`config.mk`:
```
export PLATFORM = sky130hd
export DESIGN_NAME = two_line_exchange_controller
export DESIGN_NICKNAME = d
export VERILOG_FILES = /design/src/rtl/tlec_pkg.sv /design/src/rtl/tlec_regs.sv /design/src/rtl/two_line_exchange_controller.sv
export SDC_FILE = /design/constraint.sdc
export NUM_CORES = 1
export LEC_CHECK = 0
export BUFFER_PORTS_ARGS = -buffer_cell sky130_fd_sc_hd__buf_2
export CAP_MARGIN = 20
export CORE_UTILIZATION = 55
export DETAILED_ROUTE_END_ITERATION = 10
export PLACE_DENSITY = 0.83
export SETUP_SLACK_MARGIN = 0.1
export SYNTH_ARGS = -nofsm -noshare
export SYNTH_HDL_FRONTEND = slang
export SYNTH_SLANG_ARGS = --single-unit
```
`constraint.sdc`:
```
create_clock -name clk -period 9.3 [get_ports clk]
set_input_delay 0.93 -clock clk [delete_from_list [all_inputs] [get_ports clk]]
set_output_delay 0.93 -clock clk [all_outputs]
set_load 0.1 [all_outputs]
```
`src/rtl/tlec_pkg.sv`:
```
// shared types and constants for the two-line exchange controller
// no dependencies

package tlec_pkg;

	localparam int ADDR_W = 5;
	localparam int DATA_W = 32;

	localparam logic [2:0] REG_SEIZE_DELAY   = 3'd0;
	localparam logic [2:0] REG_RELEASE_GUARD = 3'd1;
	localparam logic [2:0] REG_RING_ON_TIME  = 3'd2;
	localparam logic [2:0] REG_RING_PERIOD   = 3'd3;
	localparam logic [2:0] REG_POLARITY_HALF = 3'd4;

	localparam logic [15:0] SEIZE_DELAY_RST   = 16'd300;
	localparam logic [15:0] RELEASE_GUARD_RST = 16'd500;
	localparam logic [15:0] RING_ON_TIME_RST  = 16'd1000;
	localparam logic [15:0] RING_PERIOD_RST   = 16'd3000;
	localparam logic [7:0]  POLARITY_HALF_RST = 8'd25;

	localparam logic [2:0] ST_IDLE      = 3'd0;
	localparam logic [2:0] ST_SEIZE_A   = 3'd1;
	localparam logic [2:0] ST_SEIZE_B   = 3'd2;
	localparam logic [2:0] ST_RING_A    = 3'd3;
	localparam logic [2:0] ST_RING_B    = 3'd4;
	localparam logic [2:0] ST_CONNECTED = 3'd5;
	localparam logic [2:0] ST_GUARD     = 3'd6;

	typedef struct packed {
		logic hook_a;
		logic hook_b;
		logic ms_advance;
	} tlec_poll_t;

	typedef struct packed {
		logic       line_relay;
		logic       ring_enable;
		logic       ring_polarity;
		logic [2:0] exchange_state;
	} tlec_result_t;

	typedef struct packed {
		logic [15:0] seize_delay;
		logic [15:0] release_guard;
		logic [15:0] ring_on_time;
		logic [15:0] ring_period;
		logic [7:0]  polarity_half;
	} tlec_cfg_t;

endpackage

```
`src/rtl/tlec_regs.sv`:
```
// apb configuration registers of the two-line exchange controller
// depends on tlec_pkg

module tlec_regs (
	input  logic                          clk,
	input  logic                          arst_n,
	input  logic                          psel,
	input  logic                          penable,
	input  logic                          pwrite,
	input  logic [tlec_pkg::ADDR_W-1:0]   paddr,
	input  logic [tlec_pkg::DATA_W-1:0]   pwdata,
	output logic [tlec_pkg::DATA_W-1:0]   prdata,
	output tlec_pkg::tlec_cfg_t           cfg
);
	import tlec_pkg::*;

	tlec_cfg_t  cfg_q;
	logic       wr_en;
	logic [2:0] reg_idx;

	assign wr_en   = psel && penable && pwrite;
	assign reg_idx = paddr[ADDR_W-1:2];
	assign cfg     = cfg_q;

	always_ff @(posedge clk or negedge arst_n) begin
		if (!arst_n) begin
			cfg_q.seize_delay   <= SEIZE_DELAY_RST;
			cfg_q.release_guard <= RELEASE_GUARD_RST;
			cfg_q.ring_on_time  <= RING_ON_TIME_RST;
			cfg_q.ring_period   <= RING_PERIOD_RST;
			cfg_q.polarity_half <= POLARITY_HALF_RST;
		end else if (wr_en) begin
			case (reg_idx)
				REG_SEIZE_DELAY:   cfg_q.seize_delay   <= pwdata[15:0];
				REG_RELEASE_GUARD: cfg_q.release_guard <= pwdata[15:0];
				REG_RING_ON_TIME:  cfg_q.ring_on_time  <= pwdata[15:0];
				REG_RING_PERIOD:   cfg_q.ring_period   <= pwdata[15:0];
				REG_POLARITY_HALF: cfg_q.polarity_half <= pwdata[7:0];
				default: ;
			endcase
		end
	end

	always_comb begin
		case (reg_idx)
			REG_SEIZE_DELAY:   prdata = {16'd0, cfg_q.seize_delay};
			REG_RELEASE_GUARD: prdata = {16'd0, cfg_q.release_guard};
			REG_RING_ON_TIME:  prdata = {16'd0, cfg_q.ring_on_time};
			REG_RING_PERIOD:   prdata = {16'd0, cfg_q.ring_period};
			REG_POLARITY_HALF: prdata = {24'd0, cfg_q.polarity_half};
			default:           prdata = '0;
		endcase
	end

endmodule

```
`src/rtl/two_line_exchange_controller.sv`:
```
// two-line exchange controller: poll register, state update, result register
// depends on tlec_pkg and tlec_regs
// a poll passes the poll register and then the result register; a stalled result holds it back
// throughput: one poll per cycle while no result is stalled, set by the single state update
// reset: state idle, timers and polarity cleared, registers at their defaults, no result held

module two_line_exchange_controller (
	input  logic                          clk,
	input  logic                          arst_n,
	input  logic                          poll_valid,
	output logic                          poll_stall,
	input  tlec_pkg::tlec_poll_t          poll,
	output logic                          result_valid,
	input  logic                          result_stall,
	output tlec_pkg::tlec_result_t        result,
	input  logic                          psel,
	input  logic                          penable,
	input  logic                          pwrite,
	input  logic [tlec_pkg::ADDR_W-1:0]   paddr,
	input  logic [tlec_pkg::DATA_W-1:0]   pwdata,
	output logic [tlec_pkg::DATA_W-1:0]   prdata,
	output logic                          pready
);
	import tlec_pkg::*;

	typedef enum logic [2:0] {
		IDLE      = ST_IDLE,
		SEIZE_A   = ST_SEIZE_A,
		SEIZE_B   = ST_SEIZE_B,
		RING_A    = ST_RING_A,
		RING_B    = ST_RING_B,
		CONNECTED = ST_CONNECTED,
		GUARD     = ST_GUARD
	} state_t;

	tlec_cfg_t    cfg;
	tlec_poll_t   poll_s1;
	logic         valid_s1;
	tlec_result_t result_q;
	logic         result_valid_q;
	logic         advance;

	state_t       state_q, state_n;
	logic [15:0]  elapsed_q, elapsed_t, elapsed_n;
	logic [15:0]  phase_q, phase_t, phase_n;
	logic [7:0]   pcount_q, pcount_n;
	logic         pbit_q, pbit_n;
	logic         tick, go, pol_wrap, ringing;
	logic [16:0]  phase_sum;
	logic [8:0]   pcount_sum;
	logic         a, b;

	tlec_regs u_regs (
		.clk     (clk),
		.arst_n  (arst_n),
		.psel    (psel),
		.penable (penable),
		.pwrite  (pwrite),
		.paddr   (paddr),
		.pwdata  (pwdata),
		.prdata  (prdata),
		.cfg     (cfg)
	);

	assign pready       = 1'b1;
	assign advance      = !result_valid_q || !result_stall;
	assign poll_stall   = valid_s1 && !advance;
	assign result_valid = result_valid_q;
	assign result       = result_q;

	assign a    = poll_s1.hook_a;
	assign b    = poll_s1.hook_b;
	assign tick = poll_s1.ms_advance;

	always_comb begin
		elapsed_t  = (tick && elapsed_q != 16'hFFFF) ? elapsed_q + 16'd1 : elapsed_q;
		phase_sum  = {1'b0, phase_q} + 17'd1;
		phase_t    = phase_q;
		if (tick) begin
			phase_t = (phase_sum >= {1'b0, cfg.ring_period}) ? 16'd0 : phase_sum[15:0];
		end
		pcount_sum = {1'b0, pcount_q} + 9'd1;
		pol_wrap   = pcount_sum >= {1'b0, cfg.polarity_half};
		pcount_n   = pcount_q;
		pbit_n     = pbit_q;
		if (tick) begin
			pcount_n = pol_wrap ? 8'd0 : pcount_sum[7:0];
			pbit_n   = pbit_q ^ pol_wrap;
		end

		go      = 1'b0;
		state_n = state_q;
		case (state_q)
			SEIZE_A: begin
				if (!a) begin
					go = 1'b1; state_n = GUARD;
				end else if (elapsed_t >= cfg.seize_delay) begin
					go = 1'b1; state_n = RING_B;
				end
			end
			SEIZE_B: begin
				if (!b) begin
					go = 1'b1; state_n = GUARD;
				end else if (elapsed_t >= cfg.seize_delay) begin
					go = 1'b1; state_n = RING_A;
				end
			end
			RING_A, RING_B: begin
				if (!a && !b) begin
					go = 1'b1; state_n = GUARD;
				end else if (a && b) begin
					go = 1'b1; state_n = CONNECTED;
				end
			end
			CONNECTED: begin
				if (!a || !b) begin
					go = 1'b1; state_n = GUARD;
				end
			end
			GUARD: begin
				if (elapsed_t >= cfg.release_guard && !a && !b) begin
					go = 1'b1; state_n = IDLE;
				end
			end
			default: begin
				if (a && !b) begin
					go = 1'b1; state_n = SEIZE_A;
				end else if (b && !a) begin
					go = 1'b1; state_n = SEIZE_B;
				end
			end
		endcase

		elapsed_n = go ? 16'd0 : elapsed_t;
		phase_n   = go ? 16'd0 : phase_t;
		ringing   = (state_n == RING_A) || (state_n == RING_B);
	end

	always_ff @(posedge clk or negedge arst_n) begin
		if (!arst_n) begin
			valid_s1       <= 1'b0;
			result_valid_q <= 1'b0;
			result_q       <= '0;
			state_q        <= IDLE;
			elapsed_q      <= '0;
			phase_q        <= '0;
			pcount_q       <= '0;
			pbit_q         <= 1'b0;
		end else begin
			if (!poll_stall) begin
				valid_s1 <= poll_valid;
			end
			if (advance) begin
				result_valid_q <= valid_s1;
				if (valid_s1) begin
					state_q   <= state_n;
					elapsed_q <= elapsed_n;
					phase_q   <= phase_n;
					pcount_q  <= pcount_n;
					pbit_q    <= pbit_n;
					result_q.line_relay     <= state_n == CONNECTED;
					result_q.ring_enable    <= ringing && (phase_n < cfg.ring_on_time);
					result_q.ring_polarity  <= pbit_n;
					result_q.exchange_state <= state_n;
				end
			end
		end
	end

	always_ff @(posedge clk) begin
		if (!poll_stall) begin
			poll_s1 <= poll;
		end
	end

endmodule

```
==> out/qor.csv, run 1 <==
metric,value,unit
drc,0,
end_kind,flop,
die_area,16400,um^2
num_rows,45,
powerDensity,241,nW/um^2
routabilityCongestion,0.902,
syn_avg_cell_area,8.84,um^2
die_w,128,um
worst_slew_pin_slew,0.979,ns
final_hold_viol_count,0,
wire_per_inst,17.7,um
post-route-min-period,5.44,ns
synth_cells,990,
die_h,128,um
cp_data_arrival_time,5.72,ns
start_util,57.0,%
clk_pin_slew_worst_paths,0.06,ns
overflow,0,
post_cts_buffers,0,
max_slew_margin,34.5,%
start_kind,flop,
postCtsHoldBufs,0,
post-route-period-util,58.5,%
vias,7362,
timing.max_cap.violations,0,
ys_warn_count,0,
clk_path_buf_depth,2,
final_nets,1144,
hold_class,input pin to asynchronous set/reset pin,
antennaDiodeCount,0,
dp_cells,1209,
dp_slack,3.98,ns
status,"complete, no violations",
clk_latency,0.43,ns
power.leakage,0.00456,uW
nFillCells,1256,
synth_edf_count,3,
setup_viol_count_final,0,
design.core.area,15400,um^2
wl,22.1,mm
ys_seq_elements,123,
total_power,2350,uW
grt_max_degree,89,
first_iter_violations,692,
ys.flop_type,dfrtp_1,
htree_levels,4,
synth_area,8760,um^2
instances_no_fill,1243,
timing.hold.ws,0.457,ns
crit_fanout,30,
ir_worst_vdd,295,uV
synth.distinct_cells,70,
drtAntennaViolNets,0,
cts-root-buf,clkbuf_16,
cts_resized,0,
grt_usage,28.5,%
grt_pass1_vias,7034,
cts_buffers,17,
synth_top_area_cell,dfrtp_1,
critPathKind,flop to flop,
ioPinCount,88,
max_freq,0.184,GHz
synth_top_area_share,26.9,%
drv_slew,0,
dp_hpwl,16.0,mm
fin_skew,0.00562,ns
cts_tree,built,
grt_pass1_wl,35.6,mm
rsz0062_at_grt,no,
grt_antenna_before_repair,0,
worst_slack,3.86,ns
synthArstFlopShare,97.6,%
drtPass1Iterations,5,
cp.required,9.59,ns
cts_sinks,123,
yosysSeqAreaShare,35.7,%
fin_setup_tns,0,ns
drive_above_1_share,17.6,%
yosys-top-cells-area,"dfrtp_1 27%, ha_1 11%, dfstp_2 7.8%",
syn_to_final_growth,11.3,%
port_buffers,52,
via_per_inst,5.92,
## cells by family (layout without fill, tap and decap cells)
logic type | after synthesis | after routing | share of synthesized area, %
multiplexers | 40 | 40 | 6.29
XOR/XNOR | 35 | 35 | 3.50
AO/OA/AOI/OAI | 259 | 259 | 18.9
buffers and inverters | 154 | 181 | 7.70
flip-flops | 123 | 123 | 35.7
adder cells (fa/ha/maj) | 78 | 78 | 11.1
AND/OR/NAND/NOR | 299 | 299 | 16.6
other | 2 | 17 | 0.0858
## cell usage after synthesis, types with 25 or more instances
master and number:
dfstp_2 26, a21oi_1 32, dfrtp_1 94, clkbuf_1 33
o21ai_0 109, a22oi_1 29, ha_1 78, mux2_2 30
nand3_1 25, inv_1 86, nand2_1 121, nor2_1 55
## cell usage in the layout, fill, tap and decap left out, types with 4 or more instances in the layout
cell type / netlist / layout
nand2_1: 121 / 121
o21ai_0: 109 / 109
dfrtp_1: 94 / 94
inv_1: 86 / 86
ha_1: 78 / 78
nor2_1: 55 / 54
buf_2: 8 / 51
a21oi_1: 32 / 31
mux2_2: 30 / 30
a22oi_1: 29 / 29
dfstp_2: 26 / 26
nand3_1: 25 / 25
xnor2_1: 22 / 22
nor2b_1: 20 / 20
a22o_1: 18 / 18
nand4_1: 17 / 17
conb_1: 2 / 17
clkbuf_16: 0 / 17
nand2b_1: 15 / 15
xor2_1: 13 / 13
nor3_1: 13 / 13
a21o_1: 11 / 11
mux4_2: 9 / 9
and3_1: 8 / 8
o22ai_1: 8 / 8
buf_4: 23 / 8
a211oi_1: 7 / 7
o21ai_1: 6 / 6
a31oi_1: 4 / 4
bufinv_16: 0 / 4
## stage by stage
| step | utilization (%) | cell area [um^2] |
|---|---|---|
| floorplan | - | 8810 |
| global placement | 59.0 | 9070 |
| detailed placement | 59.0 | 9070 |
| CTS | 63.2 | 9710 |
| global route | 63.4 | 9750 |
| finish | 63.4 | 9750 |
## worst max-delay path, cell delays in order (launching register included)
cell,delay (ns)
dfrtp_1,0.49
nand4_4,0.17
nor4_4,0.19
nand3_2,0.22
o211ai_4,0.37
inv_2,0.06
and3_1,0.20
xor2_1,0.32
ha_1,0.27
o2111a_1,0.23
nor2_1,0.05
a221oi_1,0.29
o21ai_0,0.21
a21oi_4,0.70
a21oi_1,0.15
ha_1,0.36
a21oi_1,0.06
o21ai_0,0.25
nand3_1,0.12
nand4_1,0.15
nor2_1,0.06
a32o_1,0.26
a2bb2oi_1,0.12
## power breakdown
group / internal (uW) / switching (uW) / leakage (uW)
Sequential: 659 / 112 / 0.00149
Clock: 456 / 253 / 0.000303
Combinational: 277 / 598 / 0.00277
Total: 1390 / 963 / 0.00456
## layer usage
| metal | vias up | routed length [um] | track usage [%] |
|---|---|---|---|
| li1 | 3520 | - | - |
| met1 | 3510 | 9600 | 37.3 |
| met2 | 298 | 10400 | 45.8 |
| met3 | 34 | 1510 | 6.22 |
| met4 | 0 | 531 | 11.6 |
| met5 | - | 0 | 0 |
## final timing paths
| path | from | endpoint | slack (ns) | cells past startpoint |
|---|---|---|---|---|
| worst min-delay path | arst_n | elapsed_q[3]$_DFFE_PN0P_ | 0.46 | 1 |
| worst max register to register | elapsed_q[5]$_DFFE_PN0P_ | result[4]$_DFFE_PN0P_ | 3.86 | 22 |
| min in group clk | pbit_q$_DFFE_PN0P_ | pbit_q$_DFFE_PN0P_ | 0.47 | 1 |
| worst max-delay path | elapsed_q[5]$_DFFE_PN0P_ | result[4]$_DFFE_PN0P_ | 3.86 | 22 |
| max in group asynchronous | arst_n | u_regs.cfg[19]$_DFFE_PN1P_ | 7.73 | 3 |
| worst min register to register | pbit_q$_DFFE_PN0P_ | pbit_q$_DFFE_PN0P_ | 0.47 | 1 |
## sequential cells by signal, indices dropped and copies added (netlist names), 2 cells and up
signal / cells
u_regs.cfg: 72
state_q: 3
elapsed_q: 16
pcount_q: 8
phase_q: 16
result: 2
## area by class of cell
type | count | area (um^2) | area share (%)
Clock buffer | 18 | 439 | 4.50
Multi-Input combinational cell | 728 | 5040 | 51.7
Sequential cell | 123 | 3130 | 32.1
Timing Repair Buffer | 61 | 358 | 3.67
Tap cell | 211 | 264 | 2.71
Clock inverter | 14 | 194 | 1.99
Inverter | 88 | 330 | 3.39
Power figures use the tool's default switching activity.
==> run 2: changes to the inputs <==
==> constraint.sdc (replaced) <==
create_clock -name clk -period 5.1 [get_ports clk]
set_input_delay 0.51 -clock clk [delete_from_list [all_inputs] [get_ports clk]]
set_output_delay 0.51 -clock clk [all_outputs]
set_load 0.1 [all_outputs]
==> run 2 against run 1 <==
  * Utilization grew 2.5 points
  * Global-route usage grew 1.1 points
  * Non-clock buffer count grew 31
  * Largest power group unchanged
  * First-iteration DRC count grew 15%
  * Fmax grew 12%
  * Register-to-register slack lost 3.6 ns
==> out/qor.csv, run 2 (synthesis gave the netlist of run 1 again) <==
metric,value,unit
fin_setup_tns,0,ns
final_util,65.9,%
wl,23.8,mm
clk_pin_slew_worst_paths,0.06,ns
die_w,128,um
end_kind,flop,
clk_path_buf_depth,2,
cp_slowest_cell,dfrtp_1,
mostFrequentLayoutCell,nand2_1,
largest_reg_flops,72,
path_cells,"inv_1, nor4_4, nand3_2, buf_4, o2111a_1, nand3_1, xnor2_1, ha_1, a21oi_1, o21ai_0, a221oi_2, o32ai_4, a21oi_4, buf_12, a21oi_4, a21oi_2, ha_1, a21oi_1, o21ai_0, nand2_1, nand4_1, nor2_1, a32o_1, a2bb2oi_1",
worst_slack,0.232,ns
fin_skew,0.00936,ns
final_nets,1177,
grt_pass1_vias,7440,
first_iter_violations,798,
via_per_inst,6.12,
htree_levels,4,
post-route-min-period,4.87,ns
cp_data_arrival_time,5.17,ns
ir_worst_vdd,531,uV
final_hold_viol_count,0,
die_area,16400,um^2
num_rows,45,
timing.max_cap.violations,0,
cts_buffers,17,
post-route-period-util,95.5,%
ioPinCount,88,
drtAntennaViolNets,0,
drive_above_1_share,21.5,%
stdcell_area,10100,um^2
postCtsHoldBufs,0,
cts_tree,built,
worst_slew_pin_slew,0.965,ns
powerDensity,449,nW/um^2
antennaDiodeCount,0,
drtPass1Iterations,6,
drc,0,
clk_latency,0.43,ns
grt_usage,29.6,%
hold_class,input pin to asynchronous set/reset pin,
vias,7797,
crit_family,compound AO/OA/AOI/OAI gates,
start_kind,flop,
cts-root-buf,clkbuf_16,
port_buffers,52,
cts_sinks,123,
place_area,9230,um^2
status,"complete, no violations",
timing.hold.ws,0.175,ns
max_stage_delay,0.37,ns
r2r_setup_slack,0.23,ns
critPathKind,flop to flop,
max_slew_margin,35.5,%
setup_viol_count_final,0,
start_util,57.0,%
crit_fanout,7,
dp_hpwl,16.0,mm
final_cell_mix,"120 x nand2_1, 106 x o21ai_0, 94 x dfrtp_1, 86 x inv_1, 77 x ha_1",
die_h,128,um
cp_num_buf_inv,3,
grt_pass1_wl,37.4,mm
dp_slack,0.0302,ns
overflow,0,
grt_antenna_before_repair,0,
drv_slew,0,
wire_per_inst,18.6,um
syn_to_final_growth,15.7,%
grt_max_degree,62,
power.leakage,0.00475,uW
max_freq,0.205,GHz
cp.required,5.40,ns
design.core.area,15400,um^2
routabilityCongestion,0.897,
[run 2: area by class of cell]
cell class | instances | area [um^2]
Inverter | 88 | 330
Sequential cell | 123 | 3130
Multi-Input combinational cell | 730 | 5180
Clock buffer | 23 | 488
Timing Repair Buffer | 92 | 596
Clock inverter | 8 | 140
Tap cell | 211 | 264
Fill cell | 1211 | 5240
[run 2: final timing paths]
path	depth (start not counted)	start	to
max in group asynchronous	2	arst_n	phase_q[13]$_DFFE_PN0P_
min in group clk	1	poll[2]	a$_DFFE_PN_
min	1	arst_n	u_regs.cfg[41]$_DFFE_PN0P_
max	24	elapsed_q[10]$_DFFE_PN0P_	result[4]$_DFFE_PN0P_
max reg2reg	24	elapsed_q[10]$_DFFE_PN0P_	result[4]$_DFFE_PN0P_
min reg2reg	1	pbit_q$_DFFE_PN0P_	pbit_q$_DFFE_PN0P_
[run 2: metal layers]
layer,global-route usage (%),part of all wire [%],vias up
met5,0,0,-
met4,9.41,3.2,0
met3,6.39,7.2,73
met2,49.1,48,379
met1,38.5,42,3742
li1,-,-,3603
[run 2: power breakdown]
group	leakage (uW)	total, uW	internal (uW)	switching (uW)
clock network	0.000313	1300	863	438
registers	0.00149	1410	1200	204
logic	0.00294	1850	636	1210
total	0.00475	4550	2700	1850
[run 2: stage by stage]
stage,power [uW],std cells
CTS,4370,1262
floorplan,2630,1005
global route,4770,1275
finish,4550,1275
global placement,2970,1230
detailed placement,3030,1230
[run 2: timing repair]
item,CTS,global route
endpoints found under the setup margin,1,3
pin swaps,1,8
cloned,1,1
setup buffers,0,11
gates resized for setup,3,23
